--- src/rtl/dtlp_pkg.sv ---
// types and constants shared by the date/time line parser
// no dependencies; imported by dtlp_scan and datetime_line_parser
package dtlp_pkg;

    localparam int AccW = 12;
    localparam logic [AccW-1:0] AccMax = 12'd4095;

    typedef enum logic [3:0] {
        ST_OK          = 4'd0,
        ST_USE_RTC     = 4'd1,
        ST_TIME_FMT    = 4'd2,
        ST_DATE_FMT    = 4'd3,
        ST_YEAR_FMT    = 4'd4,
        ST_TIME_RANGE  = 4'd5,
        ST_MONTH       = 4'd6,
        ST_YEAR_ZERO   = 4'd7,
        ST_PRE_EPOCH   = 4'd8,
        ST_PRE_FLOOR   = 4'd9,
        ST_POST_CEIL   = 4'd10,
        ST_DAY         = 4'd11
    } status_t;

    typedef enum logic [5:0] {
        PH_HOUR = 6'b000001,
        PH_MIN  = 6'b000010,
        PH_DAY  = 6'b000100,
        PH_MON  = 6'b001000,
        PH_YEAR = 6'b010000,
        PH_TAIL = 6'b100000
    } phase_t;

    typedef enum logic [1:0] {
        REG_EPOCH   = 2'd0,
        REG_FLOOR   = 2'd1,
        REG_CEILING = 2'd2
    } reg_index_t;

    // fields captured when a line ends, ready for the range checks
    typedef struct packed {
        status_t         pre;
        logic [AccW-1:0] hour;
        logic [AccW-1:0] minute;
        logic [AccW-1:0] day;
        logic [AccW-1:0] month;
        logic [AccW-1:0] year;
        logic [7:0]      year_q25;
    } line_snap_t;

    function automatic logic [4:0] month_len(input logic [3:0] m);
        logic [4:0] len;
        unique case (m)
            4'd2:                      len = 5'd28;
            4'd4, 4'd6, 4'd9, 4'd11:   len = 5'd30;
            default:                   len = 5'd31;
        endcase
        return len;
    endfunction

endpackage

--- src/rtl/dtlp_scan.sv ---
// character scanner: accumulates digits, checks separators, tracks the field
// depends on dtlp_pkg; produces the end-of-line snapshot for the top level
module dtlp_scan
    import dtlp_pkg::*;
(
    input  logic       clk,
    input  logic       rst_n,
    input  logic       take,
    input  logic [7:0] ch,
    output line_snap_t snap
);

    phase_t          phase_reg, phase_next;
    logic            line_start_reg, line_start_next;
    logic [AccW-1:0] acc_reg, acc_next;
    logic            seen_reg, seen_next;
    status_t         err_reg, err_next;
    logic [AccW-1:0] p_hour_reg, p_hour_next;
    logic [AccW-1:0] p_min_reg, p_min_next;
    logic [AccW-1:0] p_day_reg, p_day_next;
    logic [AccW-1:0] p_mon_reg, p_mon_next;

    logic            is_digit;
    logic [3:0]      digit;
    logic [15:0]     acc_x10;
    logic [15:0]     acc_sum;
    logic [AccW-1:0] acc_sat;
    logic [7:0]      sep;
    status_t         fmt;
    logic [22:0]     q_prod;

    assign is_digit = (ch >= 8'h30) && (ch <= 8'h39);
    assign digit    = ch[3:0];
    assign acc_x10  = {1'b0, acc_reg, 3'b000} + {3'b000, acc_reg, 1'b0};
    assign acc_sum  = acc_x10 + {12'd0, digit};
    assign acc_sat  = (acc_sum > {4'd0, AccMax}) ? AccMax : acc_sum[AccW-1:0];

    always_comb
    begin
        unique case (phase_reg)
            PH_HOUR:
            begin
                sep = 8'h3A;
                fmt = ST_TIME_FMT;
            end
            PH_MIN:
            begin
                sep = 8'h20;
                fmt = ST_TIME_FMT;
            end
            PH_DAY, PH_MON:
            begin
                sep = 8'h2D;
                fmt = ST_DATE_FMT;
            end
            default:
            begin
                sep = 8'h2D;
                fmt = ST_YEAR_FMT;
            end
        endcase
    end

    always_comb
    begin
        phase_next      = phase_reg;
        line_start_next = line_start_reg;
        acc_next        = acc_reg;
        seen_next       = seen_reg;
        err_next        = err_reg;
        p_hour_next     = p_hour_reg;
        p_min_next      = p_min_reg;
        p_day_next      = p_day_reg;
        p_mon_next      = p_mon_reg;
        if (take)
        begin
            if (ch == 8'h00)
            begin
                phase_next      = PH_HOUR;
                line_start_next = 1'b1;
                acc_next        = '0;
                seen_next       = 1'b0;
                err_next        = ST_OK;
                p_hour_next     = '0;
                p_min_next      = '0;
                p_day_next      = '0;
                p_mon_next      = '0;
            end
            else
            begin
                line_start_next = 1'b0;
                if (err_reg == ST_OK && phase_reg != PH_TAIL)
                begin
                    priority if (is_digit)
                    begin
                        acc_next  = acc_sat;
                        seen_next = 1'b1;
                    end
                    else if (phase_reg == PH_YEAR)
                    begin
                        if (!seen_reg)
                        begin
                            err_next = ST_YEAR_FMT;
                        end
                        else
                        begin
                            phase_next = PH_TAIL;
                        end
                    end
                    else if (!seen_reg || ch != sep)
                    begin
                        err_next = fmt;
                    end
                    else
                    begin
                        unique case (phase_reg)
                            PH_HOUR:
                            begin
                                p_hour_next = acc_reg;
                                phase_next  = PH_MIN;
                            end
                            PH_MIN:
                            begin
                                p_min_next = acc_reg;
                                phase_next = PH_DAY;
                            end
                            PH_DAY:
                            begin
                                p_day_next = acc_reg;
                                phase_next = PH_MON;
                            end
                            default:
                            begin
                                p_mon_next = acc_reg;
                                phase_next = PH_YEAR;
                            end
                        endcase
                        acc_next  = '0;
                        seen_next = 1'b0;
                    end
                end
            end
        end
    end

    always_ff @(posedge clk or negedge rst_n)
    begin
        if (!rst_n)
        begin
            phase_reg      <= PH_HOUR;
            line_start_reg <= 1'b1;
            acc_reg        <= '0;
            seen_reg       <= 1'b0;
            err_reg        <= ST_OK;
            p_hour_reg     <= '0;
            p_min_reg      <= '0;
            p_day_reg      <= '0;
            p_mon_reg      <= '0;
        end
        else
        begin
            phase_reg      <= phase_next;
            line_start_reg <= line_start_next;
            acc_reg        <= acc_next;
            seen_reg       <= seen_next;
            err_reg        <= err_next;
            p_hour_reg     <= p_hour_next;
            p_min_reg      <= p_min_next;
            p_day_reg      <= p_day_next;
            p_mon_reg      <= p_mon_next;
        end
    end

    // year / 25 by reciprocal, exact for 12-bit years
    assign q_prod = {11'd0, acc_reg} * 23'd1311;

    always_comb
    begin
        snap.hour     = p_hour_reg;
        snap.minute   = p_min_reg;
        snap.day      = p_day_reg;
        snap.month    = p_mon_reg;
        snap.year     = acc_reg;
        snap.year_q25 = q_prod[22:15];
        priority if (line_start_reg)
        begin
            snap.pre = ST_USE_RTC;
        end
        else if (err_reg != ST_OK)
        begin
            snap.pre = err_reg;
        end
        else if (phase_reg == PH_HOUR || phase_reg == PH_MIN)
        begin
            snap.pre = ST_TIME_FMT;
        end
        else if (phase_reg == PH_DAY || phase_reg == PH_MON)
        begin
            snap.pre = ST_DATE_FMT;
        end
        else if (phase_reg == PH_YEAR && !seen_reg)
        begin
            snap.pre = ST_YEAR_FMT;
        end
        else
        begin
            snap.pre = ST_OK;
        end
    end

    property p_tail_has_digits;
        @(posedge clk) disable iff (!rst_n)
        phase_reg == PH_TAIL |-> (err_reg == ST_OK && !line_start_reg);
    endproperty
    a_tail_has_digits: assert property (p_tail_has_digits)
        else $error("tail phase with latched error or at line start");

    property p_eol_clears;
        @(posedge clk) disable iff (!rst_n)
        take && ch == 8'h00 |=> line_start_reg && phase_reg == PH_HOUR && !seen_reg;
    endproperty
    a_eol_clears: assert property (p_eol_clears)
        else $error("parse state not cleared after end of line");

    property p_line_start_clean;
        @(posedge clk) disable iff (!rst_n)
        line_start_reg |-> (acc_reg == '0 && err_reg == ST_OK);
    endproperty
    a_line_start_clean: assert property (p_line_start_clean)
        else $error("line start with leftover parse state");

endmodule

--- src/rtl/datetime_line_parser.sv ---
// top level of the date/time line parser: flow control, limit registers,
// range checks and held date/time; depends on dtlp_pkg and dtlp_scan
//
// Usage:
//   char channel (ch, char_valid, char_stall) carries one console character
//   per transaction; a zero character ends the line. Digits are accumulated
//   and separators of "HH:MM DD-MM-YYYY" are checked as they arrive.
//   result channel (status, hour..year, result_valid, result_stall) carries
//   one transaction per line end: the status code and the held date/time,
//   which a line with status ok replaces.
//   cfg channel (cfg_valid, cfg_ready, cfg_index, cfg_data) writes the
//   epoch, floor and ceiling year limits; cfg_ready is always high and an
//   unknown index is ignored. Write only while the block is idle.
// Flow:
//   one character is accepted every cycle unless char_stall is high. A result
//   is registered from its end-of-line character into the snapshot register,
//   then passes through the range checks into the result register.
//   When result_stall holds the result register and the snapshot register
//   is also full, char_stall rises until the result is taken.
// Reset:
//   limits return to 1971 / 2026 / 3000, held time to 00:00 01-01-2026,
//   and the parser starts at the hour field of an empty line.
module datetime_line_parser
    import dtlp_pkg::*;
(
    input  logic        clk,
    input  logic        rst_n,
    input  logic [7:0]  ch,
    input  logic        char_valid,
    output logic        char_stall,
    output logic [3:0]  status,
    output logic [4:0]  hour,
    output logic [5:0]  minute,
    output logic [4:0]  day,
    output logic [3:0]  month,
    output logic [11:0] year,
    output logic        result_valid,
    input  logic        result_stall,
    input  logic        cfg_valid,
    output logic        cfg_ready,
    input  logic [1:0]  cfg_index,
    input  logic [11:0] cfg_data
);

    line_snap_t      snap;
    line_snap_t      fin_reg;
    logic            fin_valid_reg, fin_valid_next;
    logic            res_valid_reg, res_valid_next;
    status_t         status_reg;
    status_t         chk;
    logic [AccW-1:0] epoch_reg, floor_reg, ceil_reg;
    logic [4:0]      held_hour_reg;
    logic [5:0]      held_min_reg;
    logic [4:0]      held_day_reg;
    logic [3:0]      held_mon_reg;
    logic [11:0]     held_year_reg;

    logic            take;
    logic            take_eol;
    logic            res_free;
    logic            fin_move;
    logic            cfg_we;
    logic [12:0]     q_x25;
    logic            div25;
    logic            leap;
    logic [4:0]      max_day;

    assign res_free   = !res_valid_reg || !result_stall;
    assign fin_move   = fin_valid_reg && res_free;
    assign char_stall = fin_valid_reg && !res_free;
    assign take       = char_valid && !char_stall;
    assign take_eol   = take && (ch == 8'h00);
    assign cfg_ready  = 1'b1;
    assign cfg_we     = cfg_valid && cfg_ready;

    dtlp_scan u_scan (
        .clk   (clk),
        .rst_n (rst_n),
        .take  (take),
        .ch    (ch),
        .snap  (snap)
    );

    always_ff @(posedge clk or negedge rst_n)
    begin
        if (!rst_n)
        begin
            epoch_reg <= 12'd1971;
            floor_reg <= 12'd2026;
            ceil_reg  <= 12'd3000;
        end
        else if (cfg_we)
        begin
            unique case (cfg_index)
                REG_EPOCH:   epoch_reg <= cfg_data;
                REG_FLOOR:   floor_reg <= cfg_data;
                REG_CEILING: ceil_reg  <= cfg_data;
                default:     ;
            endcase
        end
    end

    // gregorian leap test: divisible by 4, and by 16 when divisible by 25
    assign q_x25   = {1'b0, fin_reg.year_q25, 4'b0000} + {2'b00, fin_reg.year_q25, 3'b000}
                   + {5'd0, fin_reg.year_q25};
    assign div25   = (q_x25 == {1'b0, fin_reg.year});
    assign leap    = (fin_reg.year[1:0] == 2'b00) && (!div25 || fin_reg.year[3:0] == 4'd0);
    assign max_day = (fin_reg.month[3:0] == 4'd2 && leap) ? 5'd29
                   : month_len(fin_reg.month[3:0]);

    always_comb
    begin
        priority if (fin_reg.pre != ST_OK)
        begin
            chk = fin_reg.pre;
        end
        else if (fin_reg.hour > 12'd23 || fin_reg.minute > 12'd59)
        begin
            chk = ST_TIME_RANGE;
        end
        else if (fin_reg.month < 12'd1 || fin_reg.month > 12'd12)
        begin
            chk = ST_MONTH;
        end
        else if (fin_reg.year == '0)
        begin
            chk = ST_YEAR_ZERO;
        end
        else if (fin_reg.year < epoch_reg)
        begin
            chk = ST_PRE_EPOCH;
        end
        else if (fin_reg.year < floor_reg)
        begin
            chk = ST_PRE_FLOOR;
        end
        else if (fin_reg.year > ceil_reg)
        begin
            chk = ST_POST_CEIL;
        end
        else if (fin_reg.day < 12'd1 || fin_reg.day > {7'd0, max_day})
        begin
            chk = ST_DAY;
        end
        else
        begin
            chk = ST_OK;
        end
    end

    always_comb
    begin
        fin_valid_next = fin_valid_reg;
        if (take_eol)
        begin
            fin_valid_next = 1'b1;
        end
        else if (fin_move)
        begin
            fin_valid_next = 1'b0;
        end
    end

    always_comb
    begin
        res_valid_next = res_valid_reg;
        if (fin_move)
        begin
            res_valid_next = 1'b1;
        end
        else if (!result_stall)
        begin
            res_valid_next = 1'b0;
        end
    end

    always_ff @(posedge clk or negedge rst_n)
    begin
        if (!rst_n)
        begin
            fin_valid_reg <= 1'b0;
            res_valid_reg <= 1'b0;
            held_hour_reg <= 5'd0;
            held_min_reg  <= 6'd0;
            held_day_reg  <= 5'd1;
            held_mon_reg  <= 4'd1;
            held_year_reg <= 12'd2026;
        end
        else
        begin
            fin_valid_reg <= fin_valid_next;
            res_valid_reg <= res_valid_next;
            if (fin_move && chk == ST_OK)
            begin
                held_hour_reg <= fin_reg.hour[4:0];
                held_min_reg  <= fin_reg.minute[5:0];
                held_day_reg  <= fin_reg.day[4:0];
                held_mon_reg  <= fin_reg.month[3:0];
                held_year_reg <= fin_reg.year;
            end
        end
    end

    always_ff @(posedge clk)
    begin
        if (take_eol)
        begin
            fin_reg <= snap;
        end
        if (fin_move)
        begin
            status_reg <= chk;
        end
    end

    // held values only change when a result is loaded, so they stay put
    // while the result register is stalled
    assign result_valid = res_valid_reg;
    assign status       = status_reg;
    assign hour         = held_hour_reg;
    assign minute       = held_min_reg;
    assign day          = held_day_reg;
    assign month        = held_mon_reg;
    assign year         = held_year_reg;

    property p_held_time_range;
        @(posedge clk) disable iff (!rst_n)
        held_hour_reg <= 5'd23 && held_min_reg <= 6'd59;
    endproperty
    a_held_time_range: assert property (p_held_time_range)
        else $error("held time out of range");

    property p_held_date_range;
        @(posedge clk) disable iff (!rst_n)
        held_mon_reg >= 4'd1 && held_mon_reg <= 4'd12 && held_day_reg >= 5'd1
            && held_year_reg != 12'd0;
    endproperty
    a_held_date_range: assert property (p_held_date_range)
        else $error("held date out of range");

    property p_commit_on_ok;
        @(posedge clk) disable iff (!rst_n)
        fin_move && chk == ST_OK |=> held_year_reg == $past(fin_reg.year)
            && status_reg == ST_OK && res_valid_reg;
    endproperty
    a_commit_on_ok: assert property (p_commit_on_ok)
        else $error("valid line did not update held date");

    property p_stall_only_when_full;
        @(posedge clk) disable iff (!rst_n)
        char_stall |-> fin_valid_reg && res_valid_reg && result_stall;
    endproperty
    a_stall_only_when_full: assert property (p_stall_only_when_full)
        else $error("char channel stalled with room in the pipeline");

    property p_held_stable_on_fail;
        @(posedge clk) disable iff (!rst_n)
        !(fin_move && chk == ST_OK) |=> $stable(held_year_reg) && $stable(held_day_reg);
    endproperty
    a_held_stable_on_fail: assert property (p_held_stable_on_fail)
        else $error("held date changed without a valid line");

endmodule
--- config.mk ---
export PLATFORM = sky130hd
export DESIGN_NAME = datetime_line_parser
export DESIGN_NICKNAME = d
export VERILOG_FILES = /design/src/rtl/dtlp_pkg.sv /design/src/rtl/dtlp_scan.sv /design/src/rtl/datetime_line_parser.sv
export SDC_FILE = /design/constraint.sdc
export NUM_CORES = 1
export LEC_CHECK = 0
export ABC_CLOCK_PERIOD_IN_PS = 6100
export BUFFER_PORTS_ARGS = -buffer_cell sky130_fd_sc_hd__buf_2
export CAP_MARGIN = 20
export CORE_MARGIN = 3
export CORE_UTILIZATION = 62
export DETAILED_ROUTE_END_ITERATION = 10
export PLACE_DENSITY = 0.91
export SETUP_SLACK_MARGIN = 0.02
export SYNTH_ARGS = -nofsm -noshare
export SYNTH_HDL_FRONTEND = slang
export SYNTH_SLANG_ARGS = --single-unit
--- constraint.sdc ---
create_clock -name clk -period 6.1 [get_ports clk]
set_input_delay 1.22 -clock clk [delete_from_list [all_inputs] [get_ports clk]]
set_output_delay 1.22 -clock clk [all_outputs]
set_load 0.01 [all_outputs]
# Word level (Yosys, flattened, before mapping)
# Index checks and enable logic that the tools add are counted.
# totals
input_bits	27
regBits	218
# op_classes
n_mul	1
eq_ne	25
n_lt_le_gt_ge	12
muxes	69
addsub	4
n_reduce_logical	53
# op_table
operator	n
12-bit two-way mux	30
4-bit two-way mux	17
6-bit two-way mux	6
12-bit by 1-bit less-than comparator with 1-bit output, second input constant	2
12-bit less-than comparator	2
6-bit AND reduction	4
12-bit by 11-bit multiplier with 23-bit output, second input constant	1
15-bit by 13-bit adder with 16-bit output	1
16-bit by 4-bit adder with 16-bit output	1
16-bit by 12-bit greater-than comparator with 1-bit output, second input constant	1
5-bit one-hot mux with 3 select lines	1
12-bit by 11-bit adder with 13-bit output	1
13-bit by 8-bit adder with 13-bit output	1
13-bit by 12-bit == test with 1-bit output	1
12-bit greater-than comparator	1
12-bit by 4-bit greater-than comparator with 1-bit output, second input constant	1
12-bit by 5-bit greater-than comparator with 1-bit output	1
12-bit by 5-bit greater-than comparator with 1-bit output, second input constant	1
12-bit by 6-bit greater-than comparator with 1-bit output, second input constant	1
12-bit logical NOT	1
4-bit logical NOT	3
3-bit by 2-bit != test with 1-bit output, second input constant	4
1-bit logical AND	10
1-bit two-way mux	10
other kinds (35)	62

# Logic depth before layout (Yosys ltp)
# logic_depth
ltp_word	20
mapped_depth	21

# By module
# Synthesis repeated with hierarchy kept, for this count alone.
# hier_totals
cells_unflattened	1140
area_unflattened_um2	13113.8
# modules_own_cells
module	n_inst	seq_area_each_um2	area_per_inst_um2	cells_each
datetime_line_parser	1	4075.2	6700.2	486
dtlp_scan	1	1779.2	6413.7	654

# Worst setup path after synthesis
# No wires, ideal clock.
# synth_path
path_kind	input -> register
start	input port ch[0]
end	register u_scan.p_day_reg[10]
arrival_ps	6032
setup_time_ps	121
path_stages	8
required_time_ps	5979
slack_ps	-53
path_cell_list	nor3_2 -> nand3_1 -> nor2_1 -> o21ai_2 -> a21oi_1 -> nand2_1 -> clkbuf_1 -> a22o_1
# synth_between
elab_chain_cells	4
elab_cells_between_ends	13
# synth_rtl
item	line_no	text
start: declaration	datetime_line_parser.sv:28	input logic [7:0] ch,
8-bit by 6-bit >= comparator with 1-bit output (tied with other cells)	dtlp_scan.sv:32	assign is_digit = (ch >= 8'h30) && (ch <= 8'h39);
1-bit logical AND / 1-bit logical OR (equally long branches)	dtlp_scan.sv:32, dtlp_scan.sv:110	
2-bit != test (no source line)	--	
6-bit AND reduction (no source line)	--	
end signal: assignment	dtlp_scan.sv:169	p_day_reg <= p_day_next;
end: declaration	dtlp_scan.sv:20	logic [AccW-1:0] p_day_reg, p_day_next;
# Parallel ways exist; a longest one is shown, timed or not.
# A chain may end at the register's enable or synchronous reset.

# Worst setup path after layout
# layout_path
start	register fin_reg[1] in the netlist's numbering
end	register held_hour_reg[1] (netlist: hour[1])
# layout_between
elab_chain_cells	20
# layout_rtl
item	line_no	text
start: declaration	datetime_line_parser.sv:46	line_snap_t fin_reg;
start signal: assignment	datetime_line_parser.sv:208	fin_reg <= snap;
12-bit by 11-bit adder with 13-bit output	datetime_line_parser.sv:104	assign q_x25 = {1'b0, fin_reg.year_q25, 4'b0000} + {2'b00, fin_reg.year_q25, 3'b000}
13-bit by 8-bit adder with 13-bit output (*)	datetime_line_parser.sv:105	+ {5'd0, fin_reg.year_q25};
13-bit by 12-bit == test with 1-bit output (*)	datetime_line_parser.sv:106	assign div25 = (q_x25 == {1'b0, fin_reg.year});
1-bit logical NOT (*)	datetime_line_parser.sv:107	assign leap = (fin_reg.year[1:0] == 2'b00) && (!div25 || fin_reg.year[3:0] == 4'd0);
1-bit logical OR (*)	datetime_line_parser.sv:107	
1-bit logical AND (*)	datetime_line_parser.sv:107	
1-bit logical AND (*)	datetime_line_parser.sv:108	assign max_day = (fin_reg.month[3:0] == 4'd2 && leap) ? 5'd29
5-bit two-way mux (*)	datetime_line_parser.sv:108	
[... 4 more ...]	--	
4-bit two-way mux (*)	datetime_line_parser.sv:133	else if (fin_reg.year < floor_reg)
4-bit two-way mux (*)	datetime_line_parser.sv:129	else if (fin_reg.year < epoch_reg)
4-bit two-way mux (*)	datetime_line_parser.sv:125	else if (fin_reg.year == '0)
4-bit two-way mux (*)	datetime_line_parser.sv:121	else if (fin_reg.month < 12'd1 || fin_reg.month > 12'd12)
4-bit two-way mux (*)	datetime_line_parser.sv:117	else if (fin_reg.hour > 12'd23 || fin_reg.minute > 12'd59)
4-bit two-way mux (*)	datetime_line_parser.sv:113	priority if (fin_reg.pre != ST_OK)
4-bit logical NOT (*)	datetime_line_parser.sv:193	if (fin_move && chk == ST_OK)
1-bit logical AND (*)	datetime_line_parser.sv:193	
end signal: assignment	datetime_line_parser.sv:195	held_hour_reg <= fin_reg.hour[4:0];
end: declaration	datetime_line_parser.sv:52	logic [4:0] held_hour_reg;
# Mark *: on every way between the ends. The rest lies on a longest branch, timed or not.

==> impl_metrics.py <==
metrics = {
    "outcome": {
        "run_status": "complete, no violations",
    },
    "critical_path": {
        "worst-endpoint-required_ns": 6.52,
        "worst_path_cell_trace": "inv_1 -> fa_1 -> inv_1 -> ha_1 -> fa_1 -> xnor2_1 -> xnor2_1 -> nor4_1 -> nand4_1 -> nor4_1 -> a31oi_1 -> ha_1 -> nand2_1 -> o211a_1 -> nor2_1 -> and4_2 -> o221a_4 -> o221ai_4 -> buf_12 -> mux2_4",
        "critical_path.slowest_cell": "sky130_fd_sc_hd__o221ai_4",
        "critPathArrivalTime_ns": 5.86,
        "critPathMaxFanout": 20,
        "worst-path-buf-inv": 3,
        "worst_setup_path_end_kind": "flop",
        "crit_path_start_kind": "flop",
        "cp_peak_stage_delay_ns": 0.56,
        "timing_worst_setup_path_type": "flop to flop",
        "cp_top_family": "adder cells",
    },
    "clock_tree": {
        "clock_path_buffers": 3,
        "clock_latency_on_the_worst_skew_pair_ns": 0.54,
        "h-tree-depth": 1,
        "root_buffer": "sky130_fd_sc_hd__clkbuf_16",
        "cts_tree": "built",
        "cts_made_buffers": 23,
        "clock_sinks": 216,
        "cts_hold_buffers": 0,
        "clkSlewWorstSetupHoldPaths_ns": 0.07,
        "post-cts-setup-buffers": 0,
        "post_cts_resize_count": 0,
    },
    "yosys": {
        "netlist.area_leader.share_pct": 20.6,
        "syn-instance-count": 1066,
        "post_synth_main_area_contributors": "sky130_fd_sc_hd__dfrtp_1, sky130_fd_sc_hd__edfxtp_1, sky130_fd_sc_hd__ha_1",
        "asyncSetResetFlopFracSynth_pct": 65.3,
        "syn_area_um2": 12900,
        "yosys.area.top_type": "sky130_fd_sc_hd__dfrtp_1",
        "ys.flop_type": "sky130_fd_sc_hd__dfrtp_1",
        "yosys_register_bits": 216,
        "synth_cell_type_count": 67,
        "synthesis.yosys.warnings": 0,
        "synth_sequential_area_ratio_pct": 45.3,
        "postSynthAreaPerCell_um2": 12.1,
        "mappedNetlistNets": 1288,
        "post_synth_edffs": 75,
    },
    "timing": {
        "worst-slew-pin-transition_ns": 1.01,
        "worst_clock_skew_ns": 0.0255,
        "rsz_0062_raised_after_global_routing": "false",
        "tns_ns": 0,
        "period_minus_slack_ns": 5.44,
        "fin_crit_sh_pct": 89.2,
        "fmaxAchievable_mhz": 184,
        "maxSlewViolCount": 0,
        "timing.max_slew.rel_slack_pct": 32.1,
        "setup-violations-final": 0,
        "final_hold_viol_count": 0,
    },
    "placement": {
        "placed_area_um2": 13500,
        "hpwl_mm": 20.8,
        "placement.io_buffers": 64,
        "place.gp.congestion": 0.902,
    },
    "drt": {
        "post-route-drc-count": 0,
        "drtPass1Iterations": 6,
        "ant_nets_after_route": 0,
        "routed_wire_length_per_instance_um": 22.6,
        "via_per_inst": 6.47,
        "first_iter_violations": 795,
        "num_vias": 9214,
        "finalWirelength_mm": 32.2,
    },
    "floorplanning": {
        "dieWidth_um": 150,
        "start_util_pct": 63.3,
        "fp.coreArea_um2": 20300,
        "rows": 52,
        "io_pins": 66,
        "fp.dieArea_um2": 22500,
        "fp.dieH_um": 150,
    },
    "final_layout": {
        "layout.cells.most_common": "sky130_fd_sc_hd__ha_1",
        "fillerInstances": 1217,
        "commonest_cells_after_routing_fill_and_taps_aside": "sky130_fd_sc_hd__ha_1, sky130_fd_sc_hd__inv_1, sky130_fd_sc_hd__dfrtp_1",
        "fraction_of_layout_cells_with_a_size_suffix_above_1_pct": 18.8,
        "number_of_nets_in_the_finished_design": 1360,
        "largest_reg_flops": 71,
        "antenna-diode-count": 0,
        "finish.instance_area_um2": 14400,
        "layout-area-overhead-vs-synth_pct": 11.7,
    },
    "flow_run": {
        "max-cap-violations": 0,
    },
    "global_route": {
        "groute.usage.overall_pct": 28.6,
        "number_of_antenna_violations_at_the_first_check_in_global_routing": 0,
        "vias_in_the_first_global_route": 9521,
        "grt.met1_usage_pct": 36.9,
        "grt_max_degree": 102,
        "grt-busiest-layer": "met2",
        "use_met3_pct": 4.94,
        "grt_util_met2_pct": 47.3,
        "grt_pass1_wl_mm": 50.3,
        "grt_overflow": 0,
    },
    "worst_hold_path": {
        "hp-class": "flop to flop",
    },
}
synth_stat cells (15+ instances only):
library cell,instances
sky130_fd_sc_hd__ha_1,138
sky130_fd_sc_hd__inv_1,136
sky130_fd_sc_hd__dfrtp_1,106
sky130_fd_sc_hd__edfxtp_1,75
sky130_fd_sc_hd__o21ai_0,61
sky130_fd_sc_hd__fa_1,57
sky130_fd_sc_hd__a22o_1,51
sky130_fd_sc_hd__nand2_1,47
sky130_fd_sc_hd__nor2_1,46
sky130_fd_sc_hd__a21oi_1,36
sky130_fd_sc_hd__dfstp_2,35
sky130_fd_sc_hd__mux2_4,30
sky130_fd_sc_hd__mux2_2,27
sky130_fd_sc_hd__xnor2_1,19
sky130_fd_sc_hd__a21o_1,15
sky130_fd_sc_hd__xor2_1,15
worst reg2reg max path, cell delays in order (launching register included):
cell and delay, ns:
sky130_fd_sc_hd__edfxtp_1 0.42, sky130_fd_sc_hd__inv_1 0.08, sky130_fd_sc_hd__fa_1 0.51, sky130_fd_sc_hd__inv_1 0.04
sky130_fd_sc_hd__ha_1 0.22, sky130_fd_sc_hd__fa_1 0.42, sky130_fd_sc_hd__xnor2_1 0.21, sky130_fd_sc_hd__xnor2_1 0.10
sky130_fd_sc_hd__nor4_1 0.31, sky130_fd_sc_hd__nand4_1 0.16, sky130_fd_sc_hd__nor4_1 0.40, sky130_fd_sc_hd__a31oi_1 0.16
sky130_fd_sc_hd__ha_1 0.30, sky130_fd_sc_hd__nand2_1 0.07, sky130_fd_sc_hd__o211a_1 0.20, sky130_fd_sc_hd__nor2_1 0.08
sky130_fd_sc_hd__and4_2 0.22, sky130_fd_sc_hd__o221a_4 0.24, sky130_fd_sc_hd__o221ai_4 0.56, sky130_fd_sc_hd__buf_12 0.29
sky130_fd_sc_hd__mux2_4 0.35
path summary, 6_finish.rpt:
check / start / end / slack, ns / cells past startpoint
max: fin_reg[1]$_DFFE_PP_ / hour[1]$_DFFE_PN0P_ / 0.66 / 20
min: u_scan.p_hour_reg[0]$_DFFE_PN0P_ / fin_reg[56]$_DFFE_PP_ / 0.45 / 0
max reg2reg: fin_reg[1]$_DFFE_PP_ / hour[1]$_DFFE_PN0P_ / 0.66 / 20
min reg2reg: u_scan.p_hour_reg[0]$_DFFE_PN0P_ / fin_reg[56]$_DFFE_PP_ / 0.45 / 0
max in group asynchronous: rst_n / u_scan.acc_reg[7]$_DFFE_PN0P_ / 4.12 / 2
min in group asynchronous: rst_n / floor_reg[4]$_DFFE_PN0P_ / 0.77 / 1
per-stage QoR:
stage / std cells / util (%) / hold WS [ns] / setup WS, ns
detailed placement: 1382 / 66.3 / 0.433 / 0.911
global route: 1425 / 70.7 / 0.461 / 0.513
global placement: 1382 / 66.3 / 0.429 / 1.23
CTS: 1424 / 70.7 / 0.454 / 0.797
floorplan: 1066 / - / 0.425 / 1.27
finish: 1425 / 70.7 / 0.455 / 0.656
layout make-up:
type / count / area [µm²] / area share [%]
clock buffer: 27 / 612 / 4.26
clock inverter: 15 / 278 / 1.93
inverter: 136 / 510 / 3.56
multi-input combinational: 692 / 6410 / 44.7
sequential: 216 / 5820 / 40.6
tap: 270 / 338 / 2.35
timing repair buffer: 69 / 380 / 2.65
kinds of logic (layout without fill, tap and decap cells):
family / Yosys count / after routing / synth area share (%)
AO/OA/AOI/OAI: 219 / 219 / 11.7
XOR/XNOR: 34 / 34 / 2.32
adder cells (fa/ha/maj): 195 / 195 / 22.3
buffers and inverters: 158 / 247 / 4.90
flip-flops: 216 / 216 / 45.3
multiplexers: 59 / 59 / 6.02
other: 1 / 1 / 0.0292
AND/OR/NAND/NOR: 184 / 184 / 7.40
routing by layer:
layer | up-vias | wire [µm]
met5 | - | 0
li1 | 3937 | -
met3 | 139 | 2870
met2 | 601 | 15500
met1 | 4537 | 12200
met4 | 0 | 1620
Power is left out: the tool's default activity adds up to more than one toggle a clock period on the data nets, which glitch-free logic cannot reach.
